$ cat config.mk
export PLATFORM = sky130hd
export DESIGN_NAME = qpht_ctrl
export DESIGN_NICKNAME = d
export VERILOG_FILES = /design/src/design/qpht_pkg.sv /design/src/design/qpht_ctrl.sv
export VERILOG_INCLUDE_DIRS = /design/src /design/src/design
export SDC_FILE = /design/constraint.sdc
export NUM_CORES = 1
export LEC_CHECK = 0
export ABC_AREA = 1
export BUFFER_PORTS_ARGS = -buffer_cell sky130_fd_sc_hd__buf_2
export CAP_MARGIN = 20
export CORE_AREA = 2 2 39 41
export CTS_CLUSTER_DIAMETER = 40
export DETAILED_ROUTE_END_ITERATION = 8
export DIE_AREA = 0 0 41 43
export PLACE_DENSITY = 0.72
export SLEW_MARGIN = 0
export SYNTH_ARGS = -nofsm -noshare
export SYNTH_HDL_FRONTEND = slang
export SYNTH_SLANG_ARGS = --single-unit
$ cat constraint.sdc
create_clock -name clk -period 2.1 [get_ports clk]
set_input_delay 0.42 -clock clk [delete_from_list [all_inputs] [get_ports clk]]
set_output_delay 0.42 -clock clk [all_outputs]
set_load 0.05 [all_outputs]
$ cat src/design/quadratic_probe_hash_table_core_macros.svh
// assertion macros used by the hash table controller
`ifndef QUADRATIC_PROBE_HASH_TABLE_CORE_MACROS_SVH
`define QUADRATIC_PROBE_HASH_TABLE_CORE_MACROS_SVH

`ifndef SYNTHESIS
// same-cycle implication
`define QPHT_ASSERT_IMP(lbl, ck, rs, ante, cons) \
  lbl: assert property (@(posedge ck) disable iff (rs) (ante) |-> (cons)) \
    else $error("qpht assertion failed");
// next-cycle implication
`define QPHT_ASSERT_NXT(lbl, ck, rs, ante, cons) \
  lbl: assert property (@(posedge ck) disable iff (rs) (ante) |=> (cons)) \
    else $error("qpht assertion failed");
`else
`define QPHT_ASSERT_IMP(lbl, ck, rs, ante, cons)
`define QPHT_ASSERT_NXT(lbl, ck, rs, ante, cons)
`endif

`endif

$ cat src/design/qpht_pkg.sv
`default_nettype none

package qpht_pkg;

  // table geometry (slot count is a power of two)
  localparam int TABLE_SLOTS   = 64;
  localparam int SLOT_W        = $clog2(TABLE_SLOTS);
  localparam int MAX_KEY_CHARS = 8;

  // field widths
  localparam int OP_W     = 2;
  localparam int KEY_W    = 64;
  localparam int LEN_W    = 4;
  localparam int AMT_W    = 32;
  localparam int STATUS_W = 3;
  localparam int IDX_W    = 6;
  localparam int CNT_W    = 32;
  localparam int CHAR_CNT_W = 4;

  // stream packing
  localparam int S_FIELDS_W = KEY_W + LEN_W + AMT_W;
  localparam int S_TDATA_W  = ((S_FIELDS_W + 7) / 8) * 8;
  localparam int M_FIELDS_W = AMT_W + IDX_W + CNT_W;
  localparam int M_TDATA_W  = ((M_FIELDS_W + 7) / 8) * 8;

  // stored entry: key, length, amount
  localparam int ENTRY_W = KEY_W + LEN_W + AMT_W;

  typedef enum logic [OP_W-1:0] {
    OP_INSERT = 2'd0,
    OP_FIND   = 2'd1,
    OP_DELETE = 2'd2,
    OP_NONE   = 2'd3
  } op_t;

  typedef enum logic [STATUS_W-1:0] {
    RES_INSERTED  = 3'd0,
    RES_FOUND     = 3'd1,
    RES_NOT_FOUND = 3'd2,
    RES_DELETED   = 3'd3,
    RES_FULL      = 3'd4
  } res_t;

  // controller to datapath
  typedef struct packed {
    logic load;
    logic hash_step;
    logic probe_start;
    logic probe_next;
    logic write_entry;
    logic tomb_entry;
    logic set_result;
    res_t res_code;
    logic present;
  } cmd_t;

  // datapath to controller
  typedef struct packed {
    op_t  op;
    logic hash_done;
    logic slot_used;
    logic slot_tomb;
    logic key_match;
    logic probe_last;
  } stat_t;

endpackage

`default_nettype wire

$ cat src/design/qpht_ctrl.sv
`default_nettype none

`include "quadratic_probe_hash_table_core_macros.svh"

module qpht_ctrl (
  input  wire logic            clk,
  input  wire logic            rst,
  input  wire logic            s_axis_tvalid,
  output logic                 s_axis_tready,
  output logic                 m_axis_tvalid,
  input  wire logic            m_axis_tready,
  input  wire qpht_pkg::stat_t stat,
  output qpht_pkg::cmd_t       cmd
);

  typedef enum logic [4:0] {
    S_IDLE  = 5'b00001,
    S_HASH  = 5'b00010,
    S_PROBE = 5'b00100,
    S_CHECK = 5'b01000,
    S_DONE  = 5'b10000
  } state_t;

  state_t state;
  state_t state_next;
  logic   m_axis_tvalid_next;

  assign s_axis_tready = (state == S_IDLE);

  // sequencer
  always_comb begin
    cmd        = '0;
    state_next = state;
    case (state)
      S_IDLE: begin
        if (s_axis_tvalid) begin
          cmd.load   = 1'b1;
          state_next = S_HASH;
        end
      end
      S_HASH: begin
        if (!stat.hash_done) begin
          cmd.hash_step = 1'b1;
        end else if (stat.op == qpht_pkg::OP_NONE) begin
          cmd.set_result = 1'b1;
          cmd.res_code   = qpht_pkg::RES_NOT_FOUND;
          state_next     = S_DONE;
        end else begin
          cmd.probe_start = 1'b1;
          state_next      = S_PROBE;
        end
      end
      S_PROBE: begin
        if (stat.op == qpht_pkg::OP_INSERT) begin
          if (!stat.slot_used) begin
            cmd.write_entry = 1'b1;
            cmd.set_result  = 1'b1;
            cmd.res_code    = qpht_pkg::RES_INSERTED;
            state_next      = S_DONE;
          end else if (stat.probe_last) begin
            cmd.set_result = 1'b1;
            cmd.res_code   = qpht_pkg::RES_FULL;
            state_next     = S_DONE;
          end else begin
            cmd.probe_next = 1'b1;
          end
        end else if (stat.slot_used) begin
          state_next = S_CHECK;
        end else if (!stat.slot_tomb || stat.probe_last) begin
          // never-used slot or probe limit ends the search
          cmd.set_result = 1'b1;
          cmd.res_code   = qpht_pkg::RES_NOT_FOUND;
          state_next     = S_DONE;
        end else begin
          cmd.probe_next = 1'b1;
        end
      end
      S_CHECK: begin
        if (stat.key_match) begin
          cmd.set_result = 1'b1;
          if (stat.op == qpht_pkg::OP_FIND) begin
            cmd.res_code = qpht_pkg::RES_FOUND;
          end else begin
            cmd.tomb_entry = 1'b1;
            cmd.res_code   = qpht_pkg::RES_DELETED;
          end
          state_next = S_DONE;
        end else if (stat.probe_last) begin
          cmd.set_result = 1'b1;
          cmd.res_code   = qpht_pkg::RES_NOT_FOUND;
          state_next     = S_DONE;
        end else begin
          cmd.probe_next = 1'b1;
          state_next     = S_PROBE;
        end
      end
      S_DONE: begin
        if (!m_axis_tvalid || m_axis_tready) begin
          cmd.present = 1'b1;
          state_next  = S_IDLE;
        end
      end
      default: begin
        state_next = S_IDLE;
      end
    endcase
  end

  // output beat valid
  always_comb begin
    if (cmd.present) begin
      m_axis_tvalid_next = 1'b1;
    end else if (m_axis_tready) begin
      m_axis_tvalid_next = 1'b0;
    end else begin
      m_axis_tvalid_next = m_axis_tvalid;
    end
  end

  always_ff @(posedge clk) begin
    if (rst) begin
      state         <= S_IDLE;
      m_axis_tvalid <= 1'b0;
    end else begin
      state         <= state_next;
      m_axis_tvalid <= m_axis_tvalid_next;
    end
  end

  // a new result never overwrites one still waiting
  `QPHT_ASSERT_IMP(a_present_free, clk, rst, cmd.present, !m_axis_tvalid || m_axis_tready)
  // an entry is never written and tombstoned in the same cycle
  `QPHT_ASSERT_IMP(a_write_xor_tomb, clk, rst, cmd.write_entry, !cmd.tomb_entry)
  // an accepted beat starts the hash
  `QPHT_ASSERT_NXT(a_accept_hash, clk, rst, s_axis_tvalid && s_axis_tready, state == S_HASH)
  // key compare only follows a probe of an occupied slot
  `QPHT_ASSERT_IMP(a_check_after_probe, clk, rst, state == S_CHECK,
                   $past(state) == S_PROBE && $past(stat.slot_used))

endmodule

`default_nettype wire

==> impl_metrics.yaml, run 1 <==
detailed_routing:
  vias: 649
  dr.pass1.iters: 3
  drtIter0Drc: 4
  wl_per_cell_um: 9.80
  ant_nets: 0
  drt-total-wl_um: 1300
  routed_via_density: 4.88
  drcViolationCount: 0
power_and_ir_drop:
  power_switching_uw: 203
  switching_share: 0.449
  peakVddDrop_mv: 0.237
  seq_power_share: 0.318
  internal-power_uw: 250
  p_leak_uw: 0.000411
  combPwrFrac: 0.443
  power_density_mw_per_mm2: 630
  clockPowerShare: 0.239
timing:
  finalHoldViolations: 0
  setup_ws_ns: 0.105
  post-route-period-util: 0.950
  max_freq_mhz: 501
  finalClockSkew_ns: 0.00573
  worstMarginPinSlew_ns: 0.262
  slew_violations: 0
  finalCriticalPeriod_ns: 2.00
  slew_headroom: 0.825
  setup_violations: 0
worst_setup_path:
  crit_chain: "nor2_4 -> nand4_1 -> o221ai_1 -> clkbuf_4"
  required_ns: 1.68
  crit_type: "reg -> out"
  critPathCaptureType: "output pin"
  path_max_fanout: 6
  cp-startpoint: "state[1]"
  cp_slowest_cell: "dfxtp_1"
  startpoint_type: "flip-flop"
  max_stage_delay_ns: 0.35
  regToRegStartpoint: "state[1]"
  worstPathArrival_ns: 1.58
placed_design:
  post-place-ws_ns: 0.304
  gp_congestion: 0.859
  hpwlAfterDp_um: 1080
  portBuffers: 23
grt:
  grt_first_pass_wirelength_um: 2230
  grt_pass1_vias: 568
  grt.met3_usage: 0.0157
  grt.busiest_layer: "met2"
  grtUsageMet2: 0.278
  met1_usage: 0.227
  overflow: 0
  grt_max_degree: 12
  grt_antenna_before_repair: 0
  grt_usage: 0.187
final_layout:
  drive_gt1_frac: 0.368
  final_nets: 130
  n_antenna_cell: 0
  final_cell_mix: "buf_2 (22), inv_1 (17), nand2_1 (16)"
  syn_to_final_growth_pct: 30.7
  layout_commonest_cell: "buf_2"
  fin_util: 0.520
floorplanning:
  ios: 24
  start_util: 0.398
  die_h_um: 43
  fp.coreArea_mm2: 0.00138
  die_width_um: 41
  die-area_mm2: 0.00176
  rows: 14
min_path:
  min_path_type: "in -> reg"
  hp-start: "rst"
yosys:
  synth.distinct_cells: 18
  synth_area_per_cell_um2: 5.98
  synth_nets: 103
  yosysWarningCount: 0
  syn-cell-area_um2: 551
  synth.ff_latch_count: 6
  ys_seq_area_frac: 0.218
  synth_cells: 92
clock_network:
  cts.sinks: 6
  cts_hold_buf: 0
  cts_root_buffer: "clkbuf_4"
  clk_path_buf_depth: 2
  worst_skew_pair.late_latency_ns: 0.25
  cts_tree: "done"
  cts_buffers: 3
  htree_levels: 1
  cts.reportedPaths.clkPinSlew_ns: 0.05
status:
  status: "completed"
run:
  drv_cap: 0
==> layer usage <==
| metal | up-vias | wire length [um] |
|---|---|---|
| met3 | 4 | 65 |
| met5 | - | 0 |
| met2 | 20 | 613 |
| met4 | 0 | 50 |
| met1 | 280 | 573 |
| li1 | 345 | - |
==> synth_stat cells, drive strengths merged <==
cell type,number,area share
nand2,17,0.12
o21ai,1,0.0091
a21oi,1,0.0091
nand4,9,0.10
o221ai,1,0.016
inv,21,0.14
dfxtp,6,0.22
nor3,5,0.045
o21a,1,0.014
buf,2,0.027
nand3,10,0.10
nor4,1,0.011
nor2,17,0.18
==> worst max-delay path, delay by kind of cell, from the launching register on <==
family / cells / cell delay (ns)
and+or+nand+nor: 2 / 0.45
DFF: 1 / 0.35
AOI/OAI and AO/OA: 1 / 0.26
buffers and inverters: 1 / 0.26
==> cell families after synthesis <==
logic type	after synthesis	synth area share
AND/OR/NAND/NOR	59	0.564
flip-flops	6	0.218
AO/OA/AOI/OAI	4	0.0477
buffers and inverters	23	0.170
==> path summary, 6_finish.rpt <==
kind	slack, ns	endpoint	cells after the start
worst min-delay path	0.38	m_axis_tvalid	2
worst max register to register	0.74	state[0]	7
worst min register to register	0.56	m_axis_tvalid	2
worst max-delay path	0.10	cmd[2]	4
==> stage by stage <==
step	power, uW	TNS [ns]	cells	instance area [um2]	hold slack, ns
final	453	0	133	719	0.382
after global routing	488	-0.00243	133	719	0.383
after CTS	455	0	132	709	0.379
after detailed placement	345	0	129	687	0.539
after global placement	341	0	129	687	0.532
after floorplan	301	0	92	567	0.489
==> state kept, by name, indices dropped and copies added, names as in the netlist <==
name,count
m_axis_tvalid,1
state,5
==> power groups by stage <==
| stage | registers [uW] | logic (uW) | clock network, uW |
|---|---|---|---|
| after floorplan | 145 | 156 | 0 |
| after global placement | 146 | 195 | 0 |
| after detailed placement | 146 | 198 | 0 |
| after CTS | 144 | 199 | 112 |
| after global routing | 146 | 223 | 120 |
| final | 144 | 201 | 108 |
==> area by class of cell <==
class                      instances  area [um2]
timing repair buffer              24         125
sequential                         6         120
fill                             151         664
tap                               16        20.0
multi-input combinational         63         353
inverter                          21        78.8
clock buffer                       3        22.5
==> what timing repair did <==
item	in CTS	in global routing
gates resized for setup	0	2
buffers inserted	0	1
endpoints found under the setup margin	0	2
Power figures use the tool's default switching activity.
==> inputs of run 2 (changes only) <==
Settings changed: CORE_AREA 2 2 39 41 to 5 5 42 44, DIE_AREA 0 0 41 43 to 0 0 47 49.
Clock period 2.1 ns to 2.05 ns, I/O delays scaled along.
==> impl_metrics.yaml, run 2 (synthesized netlist as in run 1, its figures left out) <==
detailed_routing:
  drcViolationCount: 0
  vias: 672
  dr.pass1.iters: 4
  drtIter0Drc: 9
  wl_per_cell_um: 10.8
  routed_via_density: 4.91
  drt-total-wl_um: 1480
  ant_nets: 0
clock_network:
  cts_tree: "done"
  cts_hold_buf: 0
  cts_root_buffer: "clkbuf_4"
  cts.reportedPaths.clkPinSlew_ns: 0.05
  worst_skew_pair.late_latency_ns: 0.25
  clk_path_buf_depth: 2
  cts.sinks: 6
  htree_levels: 1
  cts_buffers: 3
floorplanning:
  die_width_um: 47
  rows: 14
  fp.coreArea_mm2: 0.00140
  die-area_mm2: 0.00230
  ios: 24
  die_h_um: 49
  start_util: 0.393
final_layout:
  finalInstanceArea_um2: 763
  largestRegisters: "state (5), m_axis_tvalid (1)"
  top_register: "state"
  n_antenna_cell: 0
  layout_commonest_cell: "buf_2"
  final_cell_mix: "buf_2 (20), inv_1 (18), nand2_1 (16)"
  final_nets: 134
  drive_gt1_frac: 0.405
  largest_reg_flops: 5
  fin_util: 0.545
  syn_to_final_growth_pct: 38.6
timing:
  max_freq_mhz: 507
  worstMarginPinSlew_ns: 0.239
  post-route-period-util: 0.962
  finalHoldViolations: 0
  setup_ws_ns: 0.0786
  setup_violations: 0
  rsz0062_at_grt: "true"
  finalClockSkew_ns: 0.00719
  fin_tns_setup_ns: 0
  slew_headroom: 0.840
  finalCriticalPeriod_ns: 1.97
  slew_violations: 0
worst_setup_path:
  crit_chain: "nor2_4 -> nand4_1 -> nor4_2 -> buf_4"
  path_max_fanout: 5
  cp_slowest_cell: "dfxtp_2"
  crit_type: "reg -> out"
  critPathCaptureType: "output pin"
  worstPathArrival_ns: 1.56
  required_ns: 1.64
  max_stage_delay_ns: 0.35
  startpoint_type: "flip-flop"
placed_design:
  hpwlAfterDp_um: 1210
  place_area_um2: 694
  post-place-ws_ns: 0.269
  portBuffers: 23
  gp_congestion: 0.849
status:
  status: "completed"
power_and_ir_drop:
  p_leak_uw: 0.000430
  peakVddDrop_mv: 0.208
  power_density_mw_per_mm2: 636
  power_uw: 485
grt:
  grt_usage: 0.144
  overflow: 0
  grt_pass1_vias: 638
  grt_max_degree: 11
  grt_antenna_before_repair: 0
  grt_first_pass_wirelength_um: 2480
min_path:
  min_path_type: "in -> reg"
run:
  drv_cap: 0
[run 2: cell count changes in the layout (fill, tap and decap cells not counted), sizes merged]
cell	previous run	this run
clkbuf	4	3
buf	23	28
[run 2: power by group]
group          switching (uW)  total [uW]  internal [uW]
Sequential               18.9         150            131
Combinational             149         224           75.7
Clock                    45.1         111           66.4
[run 2: path summary, 6_finish.rpt]
check / endpoint / slack, ns / from / depth (start not counted)
worst max-delay path: cmd[3] / 0.08 / state[0] / 4
worst min-delay path: m_axis_tvalid / 0.37 / rst / 2
worst max register to register: state[3] / 0.76 / state[0] / 5
worst min register to register: m_axis_tvalid / 0.55 / state[4] / 2
[run 2: cell type report]
class                   count  area [um2]
fillers                   154         638
well taps                  16        20.0
flip-flops and latches      6         123
inverters                  21        78.8
repair buffers             28         160
clock buffers               3        22.5
multi-input cells          63         359
[run 2: critical path, delay by kind of cell, from the launching register on]
| family | cells | cell delay (ns) |
|---|---|---|
| buffers and inverters | 1 | 0.24 |
| DFF | 1 | 0.35 |
| and+or+nand+nor | 3 | 0.72 |
[run 2: per-layer routing]
layer  part of all wire  global-route usage  vias up
met5                  0                   0        -
met2               0.52               0.222       22
met3              0.054              0.0221        2
met4              0.016              0.0968        0
li1                   -                   -      357
met1               0.41               0.176      291
[run 2: repair_timing]
| item | 4_1_cts | 5_1_grt |
|---|---|---|
| pin swaps | 0 | 3 |
| resized for setup | 1 | 7 |
| endpoints found under the setup margin | 1 | 2 |
| setup buffers | 0 | 4 |
[run 2: through the flow]
| step | std cells | hold WS [ns] |
|---|---|---|
| after global placement | 130 | 0.525 |
| after detailed placement | 130 | 0.539 |
| after CTS | 133 | 0.358 |
| final | 137 | 0.366 |
| after global routing | 137 | 0.362 |
| after floorplan | 92 | 0.479 |
==> inputs of run 3 (changes only) <==
Settings changed: ABC_AREA 1 to not set, PLACE_DENSITY 0.72 to 0.73, SLEW_MARGIN 0 to 20.
==> impl_metrics.yaml, run 3 <==
detailed_routing:
  drcViolationCount: 0
  vias: 679
  ant_nets: 0
  wl_per_cell_um: 14.1
  routed_via_density: 5.43
  drt-total-wl_um: 1760
  drtIter0Drc: 21
  dr.pass1.iters: 4
timing:
  setup_ws_ns: -0.194
  finalCriticalPeriod_ns: 2.24
  worstMarginPinSlew_ns: 0.312
  slew_violations: 0
  post-route-period-util: 1.09
  rsz0062_at_grt: "true"
  setup_violations: 6
  fin_tns_setup_ns: -0.883
  finalHoldViolations: 0
  max_freq_mhz: 446
  finalClockSkew_ns: 0.00265
  slew_headroom: 0.790
final_layout:
  n_fill_cell: 108
  final_cell_mix: "buf_2 (16), buf_4 (14), buf_6 (7)"
  finalInstanceArea_um2: 942
  syn_to_final_growth_pct: 67.3
  top_register: "state"
  multi_input_area_um2: 465
  final_cells: 125
  largest_reg_flops: 5
  largestRegisters: "state (5), m_axis_tvalid (1)"
  n_antenna_cell: 0
  final_nets: 122
  layout_commonest_cell: "buf_2"
  drive_gt1_frac: 0.578
  ff_latch_area_um2: 121
placed_design:
  place_area_um2: 791
  gp_congestion: 0.780
  portBuffers: 23
  hpwlAfterDp_um: 1280
  dp.cells: 115
  post-place-ws_ns: -0.0339
grt:
  grt_max_degree: 8
  grt_first_pass_wirelength_um: 2730
  overflow: 0
  grt_antenna_before_repair: 0
  grt_pass1_vias: 617
  grt_usage: 0.161
worst_setup_path:
  path_max_fanout: 4
  rrSetupSlack_ns: 0.23
  reg2reg_depth: 7
  critPathCaptureType: "output pin"
  required_ns: 1.64
  cp-startpoint: "state[0]"
  regToRegStartpoint: "state[0]"
  startpoint_type: "flip-flop"
  worstPathArrival_ns: 1.83
  crit_type: "reg -> out"
clock_network:
  cts_root_buffer: "clkbuf_4"
  worst_skew_pair.late_latency_ns: 0.25
  cts_tree: "done"
  cts.reportedPaths.clkPinSlew_ns: 0.05
  htree_levels: 1
  cts_buffers: 3
  cts.sinks: 6
  clk_path_buf_depth: 2
yosys:
  synth_nets: 80
  synthTopCellsByArea: "dfxtp_1 (21%), nand3b_1 (5.3%), nand2_1 (4.7%), nor2_1 (4.7%), nor3_2 (3.6%)"
  yosys-mux-area-fraction: 0.0178
  synth_simple_gate_area_frac: 0.482
  synth_fa_ha_area_frac: 0
  yosysTopAreaCell: "dfxtp_1"
  synth_common_cells: "nand2_1 (7), nor2_1 (7), dfxtp_1 (6)"
  synth_area_per_cell_um2: 8.16
  synth.distinct_cells: 34
  synthFlopType: "dfxtp_1"
  syn-cell-area_um2: 563
  synth_top_family_by_area: "simple AND/OR/NAND/NOR gates"
  synth_cells: 69
  synth_xor_area_frac: 0
  synth_top_area_frac: 0.213
  yosysWarningCount: 0
  synth-edff-count: 0
  synth_async_sr_flop_share: 0
  synth.ff_latch_count: 6
  ys_seq_area_frac: 0.213
  synth_compound_area_frac: 0.233
floorplanning:
  die-area_mm2: 0.00230
  start_util: 0.402
  rows: 14
  die_width_um: 47
  ios: 24
  die_h_um: 49
  fp.coreArea_mm2: 0.00140
run:
  drv_cap: 0
power_and_ir_drop:
  power_density_mw_per_mm2: 493
  power_uw: 464
  p_leak_uw: 0.000429
  peakVddDrop_mv: 0.564
status:
  status: "finished, violations left"
  violations: "negative setup slack"
min_path:
  holdPathStages: 2
  min_path_type: "in -> reg"
  hp-start: "rst"
-- run 3: cell types whose count changed after synthesis, sizes merged, moves of 2 or more --
| cell | before | now |
|---|---|---|
| or3b | 0 | 2 |
| nand3b | 0 | 4 |
| nor2 | 17 | 7 |
| nor3b | 0 | 4 |
| nand2 | 17 | 7 |
| nand3 | 10 | 3 |
| and2 | 0 | 3 |
| nor3 | 5 | 3 |
| nand4 | 9 | 0 |
| inv | 21 | 5 |
| o21ai | 1 | 4 |
| nand2b | 0 | 3 |
-- run 3: worst paths after layout --
| kind | endpoint |
|---|---|
| setup / recovery | cmd[7] |
| hold / removal | state[2] |
| hold reg to reg | m_axis_tvalid |
| setup reg to reg | state[4] |
-- run 3: report_power, final --
part           switching, uW  internal, uW
registers               5.70           128
logic                    134          82.7
clock network           47.1          66.5
total                    186           278
-- run 3: critical path, stage by stage (launching register included) --
cell and delay (ns):
dfxtp_2 0.31, or3_4 0.39, buf_6 0.14, or4_4 0.51
nand2_4 0.08, buf_8 0.14
-- run 3: area by class of cell --
class                      count  share of cell area
clock buffer                   3              0.0239
inverter                       5              0.0199
multi-input combinational     56               0.494
sequential                     6               0.129
tap                           16              0.0212
timing repair buffer          39               0.312
-- run 3: cell families after synthesis --
group / count (synthesis)
buffers and inverters: 7
AND/OR/NAND/NOR: 41
multiplexers: 1
AO/OA/AOI/OAI: 14
flip-flops: 6
-- run 3: metal layers --
metal	up-vias	global-route usage	routed length [um]
met1	322	0.198	749
met4	0	0.0922	56
met2	19	0.247	870
met5	-	0	0
li1	334	-	-
met3	4	0.0332	83
-- run 3: what timing repair did --
action,4_1_cts,5_1_grt
hold buffers,0,0
setup buffers,5,2
setup endpoints to repair,7,7
resized for setup,20,4
pin swaps,6,3
hold endpoints to repair,0,0
-- run 3: through the flow --
step,util,hold slack [ns]
floorplan,-,0.478
global placement,0.564,0.530
detailed placement,0.564,0.539
CTS,0.653,0.366
global route,0.672,0.377
finish,0.672,0.375
